**src/design/spc_pkg.sv**
```systemverilog
// spc_pkg: shared types and constants for the skin pixel classifier.
// Beat structs, pipeline stage map, hue sector coding. No dependencies.
`default_nettype none

package spc_pkg;

    // pipeline stage map: input reg, color front, prep, divider, output reg
    localparam int FRONT_STG = 3;
    localparam int DIV_STG   = 6;
    localparam int STG_IN    = 0;
    localparam int STG_FRONT = STG_IN + 1;
    localparam int STG_PREP  = STG_FRONT + FRONT_STG;
    localparam int STG_DIV   = STG_PREP + 1;
    localparam int STG_OUT   = STG_DIV + DIV_STG;
    localparam int N_STG     = STG_OUT + 1;

    // hue numerator is |diff| * 60, at most 255 * 60
    localparam int NUM_W     = 14;
    localparam int HUE_SCALE = 60;

    localparam logic [8:0] HUE_BASE_RED   = 9'd0;
    localparam logic [8:0] HUE_BASE_GREEN = 9'd120;
    localparam logic [8:0] HUE_BASE_BLUE  = 9'd240;

    typedef struct packed {
        logic [7:0] luma;
        logic [7:0] chroma_blue;
        logic [7:0] chroma_red;
    } t_pix_in;

    typedef struct packed {
        logic       is_skin;
        logic [7:0] red_out;
        logic [7:0] green_out;
        logic [7:0] blue_out;
        logic [8:0] hue_deg;
    } t_pix_out;

    typedef struct packed {
        logic [7:0] r;
        logic [7:0] g;
        logic [7:0] b;
    } t_rgb;

    typedef enum logic [1:0] {
        SEC_RED,
        SEC_GREEN,
        SEC_BLUE
    } t_sector;

    // what rides along with the divider
    typedef struct packed {
        t_rgb    rgb;
        t_sector sector;
        logic    pre_skin;
    } t_side;

    function automatic logic [8:0] sector_base(input t_sector sec);
        logic [8:0] base;
        unique case (sec)
            SEC_RED:   base = HUE_BASE_RED;
            SEC_GREEN: base = HUE_BASE_GREEN;
            SEC_BLUE:  base = HUE_BASE_BLUE;
            default:   base = HUE_BASE_RED;
        endcase
        return base;
    endfunction

endpackage

`default_nettype wire

```
**src/design/skin_pixel_classifier.sv**
```systemverilog
// skin_pixel_classifier: top level with per-stage flow control and the result register.
// Uses spc_pkg, spc_front, spc_prep and spc_div.
`default_nettype none

// Takes one YCbCr pixel per beat and returns one result beat per pixel, in order:
// clamped RGB, hue in degrees and a skin flag. Sustained rate is one pixel per clock
// while the result side does not stall. A beat lands in the input register, then
// passes three conversion stages (constant products, clamp, reciprocal multiply),
// one max/min and rule stage, six stages of the restoring hue divider (one quotient
// bit each) and the result register. Every stage holds its own valid bit, so a
// stall on the result side only backs up as far as the pipeline is full; empty
// slots still take new pixels.
module skin_pixel_classifier (
    input  wire logic                i_clk,
    input  wire logic                i_rst_n,
    input  wire logic                i_valid,
    output logic                     o_stall,
    input  wire spc_pkg::t_pix_in    i_pix,
    output logic                     o_valid,
    input  wire logic                i_stall,
    output spc_pkg::t_pix_out        o_pix
);
    import spc_pkg::*;

    localparam logic [8:0] HUE_LOW  = 9'd36;
    localparam logic [8:0] HUE_HIGH = 9'd324;

    logic [N_STG-1:0]   r_vld;
    logic [N_STG-1:0]   en;
    t_pix_in            r_in;
    t_pix_out           r_out;
    t_pix_out           n_out;

    t_rgb               front_rgb;
    logic               front_chroma;
    logic [NUM_W-1:0]   prep_num;
    logic [7:0]         prep_den;
    t_side              prep_side;
    logic [DIV_STG-1:0] div_quo;
    t_side              div_side;
    logic [8:0]         hue;

    // a stage may load when it is empty or its content moves on
    always_comb begin
        en[N_STG-1] = !r_vld[N_STG-1] || !i_stall;
        for (int k = N_STG - 2; k >= 0; k--) begin
            en[k] = !r_vld[k] || en[k+1];
        end
    end

    assign o_stall = !en[STG_IN];

    always_ff @(posedge i_clk) begin
        if (!i_rst_n) begin
            r_vld <= '0;
        end else begin
            if (en[STG_IN]) begin
                r_vld[STG_IN] <= i_valid;
            end
            for (int k = 1; k < N_STG; k++) begin
                if (en[k]) begin
                    r_vld[k] <= r_vld[k-1];
                end
            end
        end
    end

    always_ff @(posedge i_clk) begin
        if (en[STG_IN]) begin
            r_in <= i_pix;
        end
    end

    spc_front u_front (
        .i_clk       (i_clk),
        .i_en        (en[STG_FRONT +: FRONT_STG]),
        .i_pix       (r_in),
        .o_rgb       (front_rgb),
        .o_chroma_ok (front_chroma)
    );

    spc_prep u_prep (
        .i_clk       (i_clk),
        .i_en        (en[STG_PREP]),
        .i_rgb       (front_rgb),
        .i_chroma_ok (front_chroma),
        .o_num       (prep_num),
        .o_den       (prep_den),
        .o_side      (prep_side)
    );

    spc_div u_div (
        .i_clk  (i_clk),
        .i_en   (en[STG_DIV +: DIV_STG]),
        .i_num  (prep_num),
        .i_den  (prep_den),
        .i_side (prep_side),
        .o_quo  (div_quo),
        .o_side (div_side)
    );

    always_comb begin
        hue             = sector_base(div_side.sector) + 9'(div_quo);
        n_out.is_skin   = div_side.pre_skin && ((hue < HUE_LOW) || (hue > HUE_HIGH));
        n_out.red_out   = div_side.rgb.r;
        n_out.green_out = div_side.rgb.g;
        n_out.blue_out  = div_side.rgb.b;
        n_out.hue_deg   = hue;
    end

    always_ff @(posedge i_clk) begin
        if (en[STG_OUT]) begin
            r_out <= n_out;
        end
    end

    assign o_valid = r_vld[STG_OUT];
    assign o_pix   = r_out;

endmodule

`default_nettype wire

```
**src/design/spc_front.sv**
```systemverilog
// spc_front: YCbCr to RGB conversion and Cr-versus-Cb bound checks, three stages.
// Uses spc_pkg types; stage enables come from the top-level flow control.
`default_nettype none

module spc_front (
    input  wire logic                   i_clk,
    input  wire logic [2:0]             i_en,
    input  wire spc_pkg::t_pix_in       i_pix,
    output spc_pkg::t_rgb               o_rgb,
    output logic                        o_chroma_ok
);
    import spc_pkg::*;

    localparam int K_Y       = 10000;
    localparam int K_R_CR    = 13711;
    localparam int K_G_CB    = 3369;
    localparam int K_G_CR    = 6892;
    localparam int K_B_CB    = 17324;
    localparam int CLAMP_TOP = 2550000;
    // floor(s / 10000) == (s * RECIP) >> RECIP_SH for 0 <= s <= CLAMP_TOP
    localparam int RECIP     = 1717987;
    localparam int RECIP_SH  = 34;

    localparam int K_CR      = 10000;
    localparam int B1_SLOPE  = 15000;
    localparam int B1_OFS    = 200000;
    localparam int B2_SLOPE  = 3400;
    localparam int B2_OFS    = 762100;
    localparam int B3_SLOPE  = -45652;
    localparam int B3_OFS    = 2345600;
    localparam int B4_SLOPE  = -11500;
    localparam int B4_OFS    = 3017500;
    localparam int B5_SLOPE  = -22900;
    localparam int B5_OFS    = 4328500;

    function automatic logic [21:0] clamp_sum(input logic signed [23:0] s);
        if (s < 24'sd0) begin
            return 22'd0;
        end else if (s > 24'(CLAMP_TOP)) begin
            return 22'(CLAMP_TOP);
        end
        return 22'(s);
    endfunction

    logic signed [8:0]  cbo;
    logic signed [8:0]  cro;
    logic signed [23:0] cbo_w;
    logic signed [23:0] cro_w;
    logic signed [25:0] cb_w;
    logic signed [25:0] cr_w;

    // stage 1: constant products
    logic signed [23:0] r1_py;
    logic signed [23:0] r1_rcr;
    logic signed [23:0] r1_gcb;
    logic signed [23:0] r1_gcr;
    logic signed [23:0] r1_bcb;
    logic signed [25:0] r1_crs;
    logic signed [25:0] r1_bnd1;
    logic signed [25:0] r1_bnd2;
    logic signed [25:0] r1_bnd3;
    logic signed [25:0] r1_bnd4;
    logic signed [25:0] r1_bnd5;

    // stage 2: clamped sums and bound result
    logic [21:0]        r2_sr;
    logic [21:0]        r2_sg;
    logic [21:0]        r2_sb;
    logic               r2_chroma;

    // stage 3: reciprocal products
    logic [42:0]        r3_pr;
    logic [42:0]        r3_pg;
    logic [42:0]        r3_pb;
    logic               r3_chroma;

    assign cbo   = $signed({1'b0, i_pix.chroma_blue}) - 9'sd128;
    assign cro   = $signed({1'b0, i_pix.chroma_red}) - 9'sd128;
    assign cbo_w = 24'(cbo);
    assign cro_w = 24'(cro);
    assign cb_w  = 26'(i_pix.chroma_blue);
    assign cr_w  = 26'(i_pix.chroma_red);

    always_ff @(posedge i_clk) begin
        if (i_en[0]) begin
            r1_py   <= 24'(i_pix.luma) * 24'(K_Y);
            r1_rcr  <= cro_w * 24'(K_R_CR);
            r1_gcb  <= cbo_w * 24'(K_G_CB);
            r1_gcr  <= cro_w * 24'(K_G_CR);
            r1_bcb  <= cbo_w * 24'(K_B_CB);
            r1_crs  <= cr_w * 26'(K_CR);
            r1_bnd1 <= cb_w * 26'(B1_SLOPE) + 26'(B1_OFS);
            r1_bnd2 <= cb_w * 26'(B2_SLOPE) + 26'(B2_OFS);
            r1_bnd3 <= cb_w * 26'(B3_SLOPE) + 26'(B3_OFS);
            r1_bnd4 <= cb_w * 26'(B4_SLOPE) + 26'(B4_OFS);
            r1_bnd5 <= cb_w * 26'(B5_SLOPE) + 26'(B5_OFS);
        end
    end

    always_ff @(posedge i_clk) begin
        if (i_en[1]) begin
            r2_sr     <= clamp_sum(r1_py + r1_rcr);
            r2_sg     <= clamp_sum(r1_py - r1_gcb - r1_gcr);
            r2_sb     <= clamp_sum(r1_py + r1_bcb);
            r2_chroma <= (r1_crs <= r1_bnd1) && (r1_crs >= r1_bnd2) &&
                         (r1_crs >= r1_bnd3) && (r1_crs <= r1_bnd4) &&
                         (r1_crs <= r1_bnd5);
        end
    end

    always_ff @(posedge i_clk) begin
        if (i_en[2]) begin
            r3_pr     <= 43'(r2_sr) * 43'(RECIP);
            r3_pg     <= 43'(r2_sg) * 43'(RECIP);
            r3_pb     <= 43'(r2_sb) * 43'(RECIP);
            r3_chroma <= r2_chroma;
        end
    end

    assign o_rgb.r     = r3_pr[RECIP_SH +: 8];
    assign o_rgb.g     = r3_pg[RECIP_SH +: 8];
    assign o_rgb.b     = r3_pb[RECIP_SH +: 8];
    assign o_chroma_ok = r3_chroma;

endmodule

`default_nettype wire

```
**src/design/spc_prep.sv**
```systemverilog
// spc_prep: max/min, hue sector and numerator, RGB skin rules, one stage.
// Uses spc_pkg types; feeds the hue divider.
`default_nettype none

module spc_prep (
    input  wire logic                          i_clk,
    input  wire logic                          i_en,
    input  wire spc_pkg::t_rgb                 i_rgb,
    input  wire logic                          i_chroma_ok,
    output logic [spc_pkg::NUM_W-1:0]          o_num,
    output logic [7:0]                         o_den,
    output spc_pkg::t_side                     o_side
);
    import spc_pkg::*;

    localparam logic [7:0] A_R_MIN   = 8'd95;
    localparam logic [7:0] A_G_MIN   = 8'd40;
    localparam logic [7:0] A_DEL_MIN = 8'd15;
    localparam logic [7:0] A_B_MIN   = 8'd20;
    localparam logic [7:0] RG_SPLIT  = 8'd15;
    localparam logic [7:0] B_R_MIN   = 8'd220;
    localparam logic [7:0] B_G_MIN   = 8'd210;
    localparam logic [7:0] B_B_MIN   = 8'd170;

    function automatic logic [7:0] abs_diff(input logic [7:0] a, input logic [7:0] b);
        logic signed [8:0] d;
        d = $signed({1'b0, a}) - $signed({1'b0, b});
        return d[8] ? 8'(-d) : 8'(d);
    endfunction

    logic [7:0]       mx;
    logic [7:0]       mn;
    logic [7:0]       del;
    logic [7:0]       drg;
    logic [7:0]       dsec;
    logic             rule_a;
    logic             rule_b;
    t_sector          sec;

    logic [NUM_W-1:0] r_num;
    logic [7:0]       r_den;
    t_side            r_side;

    always_comb begin
        if (i_rgb.r > i_rgb.g) begin
            mx = i_rgb.r;
            mn = i_rgb.g;
        end else begin
            mx = i_rgb.g;
            mn = i_rgb.r;
        end
        if (i_rgb.b > mx) begin
            mx = i_rgb.b;
        end
        if (i_rgb.b < mn) begin
            mn = i_rgb.b;
        end
        del = mx - mn;

        // red first on ties; grey lands in the red sector with a zero numerator
        if (i_rgb.r == mx) begin
            sec  = SEC_RED;
            dsec = abs_diff(i_rgb.g, i_rgb.b);
        end else if (i_rgb.g == mx) begin
            sec  = SEC_GREEN;
            dsec = abs_diff(i_rgb.b, i_rgb.r);
        end else begin
            sec  = SEC_BLUE;
            dsec = abs_diff(i_rgb.r, i_rgb.g);
        end

        drg    = abs_diff(i_rgb.r, i_rgb.g);
        rule_a = (i_rgb.r > A_R_MIN) && (i_rgb.g > A_G_MIN) && (del > A_DEL_MIN) &&
                 (i_rgb.b > A_B_MIN) && (drg > RG_SPLIT) && (i_rgb.r > i_rgb.g) &&
                 (i_rgb.r > i_rgb.b);
        rule_b = (i_rgb.r > B_R_MIN) && (i_rgb.g > B_G_MIN) && (i_rgb.b > B_B_MIN) &&
                 (drg <= RG_SPLIT) && (i_rgb.r > i_rgb.b) && (i_rgb.g > i_rgb.b);
    end

    always_ff @(posedge i_clk) begin
        if (i_en) begin
            r_num           <= NUM_W'(dsec) * NUM_W'(HUE_SCALE);
            // keep the divisor nonzero so a grey pixel divides to zero
            r_den           <= (del == 8'd0) ? 8'd1 : del;
            r_side.rgb      <= i_rgb;
            r_side.sector   <= sec;
            r_side.pre_skin <= i_chroma_ok && (rule_a || rule_b);
        end
    end

    assign o_num  = r_num;
    assign o_den  = r_den;
    assign o_side = r_side;

endmodule

`default_nettype wire

```
**src/design/spc_div.sv**
```systemverilog
// spc_div: pipelined restoring divider for the hue fraction, one quotient bit per stage.
// Uses spc_pkg types; quotient never exceeds 60 since the numerator is below 64x the divisor.
`default_nettype none

module spc_div (
    input  wire logic                          i_clk,
    input  wire logic [spc_pkg::DIV_STG-1:0]   i_en,
    input  wire logic [spc_pkg::NUM_W-1:0]     i_num,
    input  wire logic [7:0]                    i_den,
    input  wire spc_pkg::t_side                i_side,
    output logic [spc_pkg::DIV_STG-1:0]        o_quo,
    output spc_pkg::t_side                     o_side
);
    import spc_pkg::*;

    logic [NUM_W-1:0]   r_rem  [DIV_STG-1];
    logic [7:0]         r_den  [DIV_STG-1];
    logic [DIV_STG-1:0] r_quo  [DIV_STG];
    t_side              r_side [DIV_STG];

    for (genvar s = 0; s < DIV_STG; s++) begin : g_step
        localparam int Sh = DIV_STG - 1 - s;

        logic [NUM_W-1:0]   rem_in;
        logic [7:0]         den_in;
        logic [DIV_STG-1:0] quo_in;
        t_side              side_in;
        logic [NUM_W:0]     trial;
        logic               take;

        if (s == 0) begin : g_first
            assign rem_in  = i_num;
            assign den_in  = i_den;
            assign quo_in  = '0;
            assign side_in = i_side;
        end else begin : g_rest
            assign rem_in  = r_rem[s-1];
            assign den_in  = r_den[s-1];
            assign quo_in  = r_quo[s-1];
            assign side_in = r_side[s-1];
        end

        assign trial = (NUM_W+1)'(den_in) << Sh;
        assign take  = {1'b0, rem_in} >= trial;

        always_ff @(posedge i_clk) begin
            if (i_en[s]) begin
                r_quo[s]  <= quo_in | (DIV_STG'(take) << Sh);
                r_side[s] <= side_in;
            end
        end

        // the last step needs no remainder or divisor downstream
        if (s < DIV_STG - 1) begin : g_keep
            always_ff @(posedge i_clk) begin
                if (i_en[s]) begin
                    r_rem[s] <= take ? NUM_W'({1'b0, rem_in} - trial) : rem_in;
                    r_den[s] <= den_in;
                end
            end
        end
    end

    assign o_quo  = r_quo[DIV_STG-1];
    assign o_side = r_side[DIV_STG-1];

endmodule

`default_nettype wire
```
**config.mk**
```make
export PLATFORM = sky130hd
export DESIGN_NAME = skin_pixel_classifier
export DESIGN_NICKNAME = d
export VERILOG_FILES = /design/src/design/spc_pkg.sv /design/src/design/skin_pixel_classifier.sv /design/src/design/spc_front.sv /design/src/design/spc_prep.sv /design/src/design/spc_div.sv
export SDC_FILE = /design/constraint.sdc
export NUM_CORES = 2
export LEC_CHECK = 0
export ABC_AREA = 0
export BUFFER_PORTS_ARGS = -buffer_cell sky130_fd_sc_hd__buf_2
export CAP_MARGIN = 20
export CORE_MARGIN = 2
export CORE_UTILIZATION = 45
export DETAILED_ROUTE_END_ITERATION = 12
export SYNTH_ARGS = -nofsm -noshare
export SYNTH_HDL_FRONTEND = slang
export SYNTH_SLANG_ARGS = --single-unit
```
**constraint.sdc**
```tcl
create_clock -name i_clk -period 16.6 [get_ports i_clk]
set_input_delay 3.32 -clock i_clk [delete_from_list [all_inputs] [get_ports i_clk]]
set_output_delay 3.32 -clock i_clk [all_outputs]
set_load 0.005 [all_outputs]
```
==> summary.txt <==
Clock tree
  – H-tree Lvls: 3
  – Root Driver: clkbuf_16
  – TritonCTS clock tree: yes
  – Clock sink count: ~710
  – Max Root-Sink Buffers: 3
  – CTS Hold Bufs: 0
  – CTS Buf Count: between 80 and 90
  – Clk_lat worst skew: 0.71 ns
  – Clk slew on worst S/H paths: 0.06 ns
  – Resized Gates After CTS: 0
  – Post-CTS Setup Bufs: 0

Die
  – Starting density of the core: 45.3%
  – Core Area: 161000 um2
  – I/O pin count: 64
  – Die Width: 406 um
  – Chip height: 406 um
  – Area of the die: ~160000 um2
  – Row count: about 150

STA
  – Fin Setup TNS: 0 ns
  – Fin crit share: 57.2%
  – Slew Limit Fails: 0
  – RSZ-0062 raised after global routing: no
  – Final Hold Fails: 0
  – Worst-margin pin slew: 1.06 ns
  – Setup violators final: 0
  – Fmax: 105 MHz
  – Relative slew slack: 29.0%
  – Tmin final: 9.49 ns
  – Skew final: 0.0519 ns

Critical path
  – CP startpoint kind: input pin
  – Cell mode on critical path: and3_1
  – Worst EP required: between 10 and 15 ns
  – Slowest CP cell: nand2_2
  – Crit path largest cell delay: about 0.57 ns
  – Crit path DAT: about 6.2 ns
  – Crit Path Class: in -> out
  – Critical Path End Type: output pin
  – CP Cell Sequence: buf_2 -> and3_1 -> inv_1 -> nor2_1 -> and2_1 -> and3_1 -> and3_1 -> and2_1 -> nand2_2 -> inv_1 -> buf_2
  – Crit path max fanout: 25

Outcome
  – Status: finished clean

Synth
  – Library cells used by synthesis: 84
  – Post-synth top area share: 28.9%
  – Largest area contributor in the netlist: edfxtp_1
  – Top post-synthesis cells by area: edfxtp_1 29%, ha_1 22%, fa_1 21%, inv_1 8.1%, xnor2_1 3.4%
  – Synth top cells by count: 1569 x inv_1, 1285 x ha_1, 762 x fa_1
  – Post-synth EDFFs: 700
  – Post-Syn Nets: between 8000 and 9000
  – Most numerous cell in the Yosys netlist: inv_1
  – Synth warn: 0
  – Register area share after synthesis: 29.2%
  – Mapped cell area: roughly 73000 um2
  – Yosys reg bits: 712
  – Ys flop type: edfxtp_1
  – Asr flop ratio synth: 0%
  – Mean area per synthesized cell: around 11 um2
  – Synth Instances: between 6000 and 7000

Global route
  – First-pass GRT wire length: 265 mm
  – Vias in the first global route: roughly 47000
  – Initial antenna violation count: 2
  – Pin count of the biggest net entering global routing: 84
  – Grt ovf: 0
  – Gr usage total: about a fifth

Routing
  – Wire length per cell: 18.7 um
  – Residual DRC: 0
  – First DRT Iteration DRCs: 2401
  – Vias per std cell: 5.08
  – Routed Antenna Nets: 0
  – Vias: 45300
  – Drt first pass iters: 6
  – DRT Wirelength: 167 mm

Place
  – Post-DP HPWL: around 140 mm
  – IO Port Bufs: 63
  – Placer Congestion: 0.948

Flow run
  – Max cap viols: 0

Cells and area
  – Final nets: 8769
  – Layout cell share with drive strength beyond 1: just over 4%
  – Fillers: approximately 15000
  – P&R area growth vs syn: 7.99%

Min path
  – Worst min path class: reg -> reg
## final cells by class
type / count / area (um2) / share of cell area (%)
Inverter: 1571 / 5900 / 7.52
Clock buffer: 99 / 2200 / 2.80
Clock inverter: 50 / 514 / 0.655
Sequential cell: 712 / 21300 / 27.1
Timing Repair Buffer: 91 / 564 / 0.718
Tap cell: 2160 / 2700 / 3.44
Antenna cell: 1 / 2.50 / 0.00319
Multi-Input combinational cell: 4236 / 45400 / 57.8
## logic make-up after synthesis
kind of cell,share of synthesized area [%]
AO/OA/AOI/OAI,8.10
multiplexers,0.514
AND/OR/NAND/NOR,5.59
buffers and inverters,8.37
adder cells (fa/ha/maj),43.1
XOR/XNOR,5.09
flip-flops,29.2
## state kept, by name, summed over array words and instances (netlist names), 22 cells and up
name,count
u_div.r_den,40
u_front.r1_bnd4,23
r_in,24
u_front.r1_gcb,22
u_front.r1_bnd5,24
u_front.r2_sg,22
o_pix,34
u_front.r1_rcr,24
u_div.r_rem,61
u_prep.o_side,27
u_front.r2_sr,22
u_div.r_side,162
## stage by stage
step	instances	utilization (%)	hold WS (ns)	setup WS (ns)	cell area [um2]
2_1_floorplan	6563	-	0.400	6.56	72700
3_3_place_gp	8765	47.2	0.401	7.08	75800
3_5_place_dp	8768	47.2	0.405	7.07	75800
4_1_cts	8917	48.9	0.412	7.04	78500
5_1_grt	8919	48.9	0.413	6.74	78500
6_report	8920	48.9	0.411	7.11	78500
## placed cells by master (no fill, tap or decap), types with 139 or more instances in the layout
cell type  count
ha_1        1285
o21ai_0      154
inv_1       1564
nand2_1      178
a21oi_1      288
xnor2_1      284
nor2_1       227
a21o_1       139
edfxtp_1     700
fa_1         762
## final timing paths
path | startpoint | to | slack, ns | cells after the start
min | u_div.r_quo[3][2]$_DFFE_PP_ | u_div.r_quo[4][2]$_DFFE_PP_ | 0.41 | 0
min reg2reg | u_div.r_quo[3][2]$_DFFE_PP_ | u_div.r_quo[4][2]$_DFFE_PP_ | 0.41 | 0
max | i_stall | o_stall | 7.11 | 11
max reg2reg | u_front.r3_pg[35]$_DFFE_PP_ | u_prep.o_num[13]$_DFFE_PP_ | 7.42 | 33
## worst max-delay path, delay by kind of cell
| family | cells | cell delay, ns |
|---|---|---|
| buffers and inverters | 4 | 0.58 |
| AND/OR/NAND/NOR | 7 | 2.24 |
## layer usage
layer | up-vias | GRT usage [%] | share of wire [%]
met5 | - | 0 | 0
met3 | 193 | 2.32 | 3.6
met4 | 0 | 5.60 | 2.6
met2 | 779 | 35.8 | 49
li1 | 22000 | - | -
met1 | 22300 | 27.6 | 45
Power is left out: the tool's default activity adds up to more than one toggle a clock period on the data nets, which glitch-free logic cannot reach.
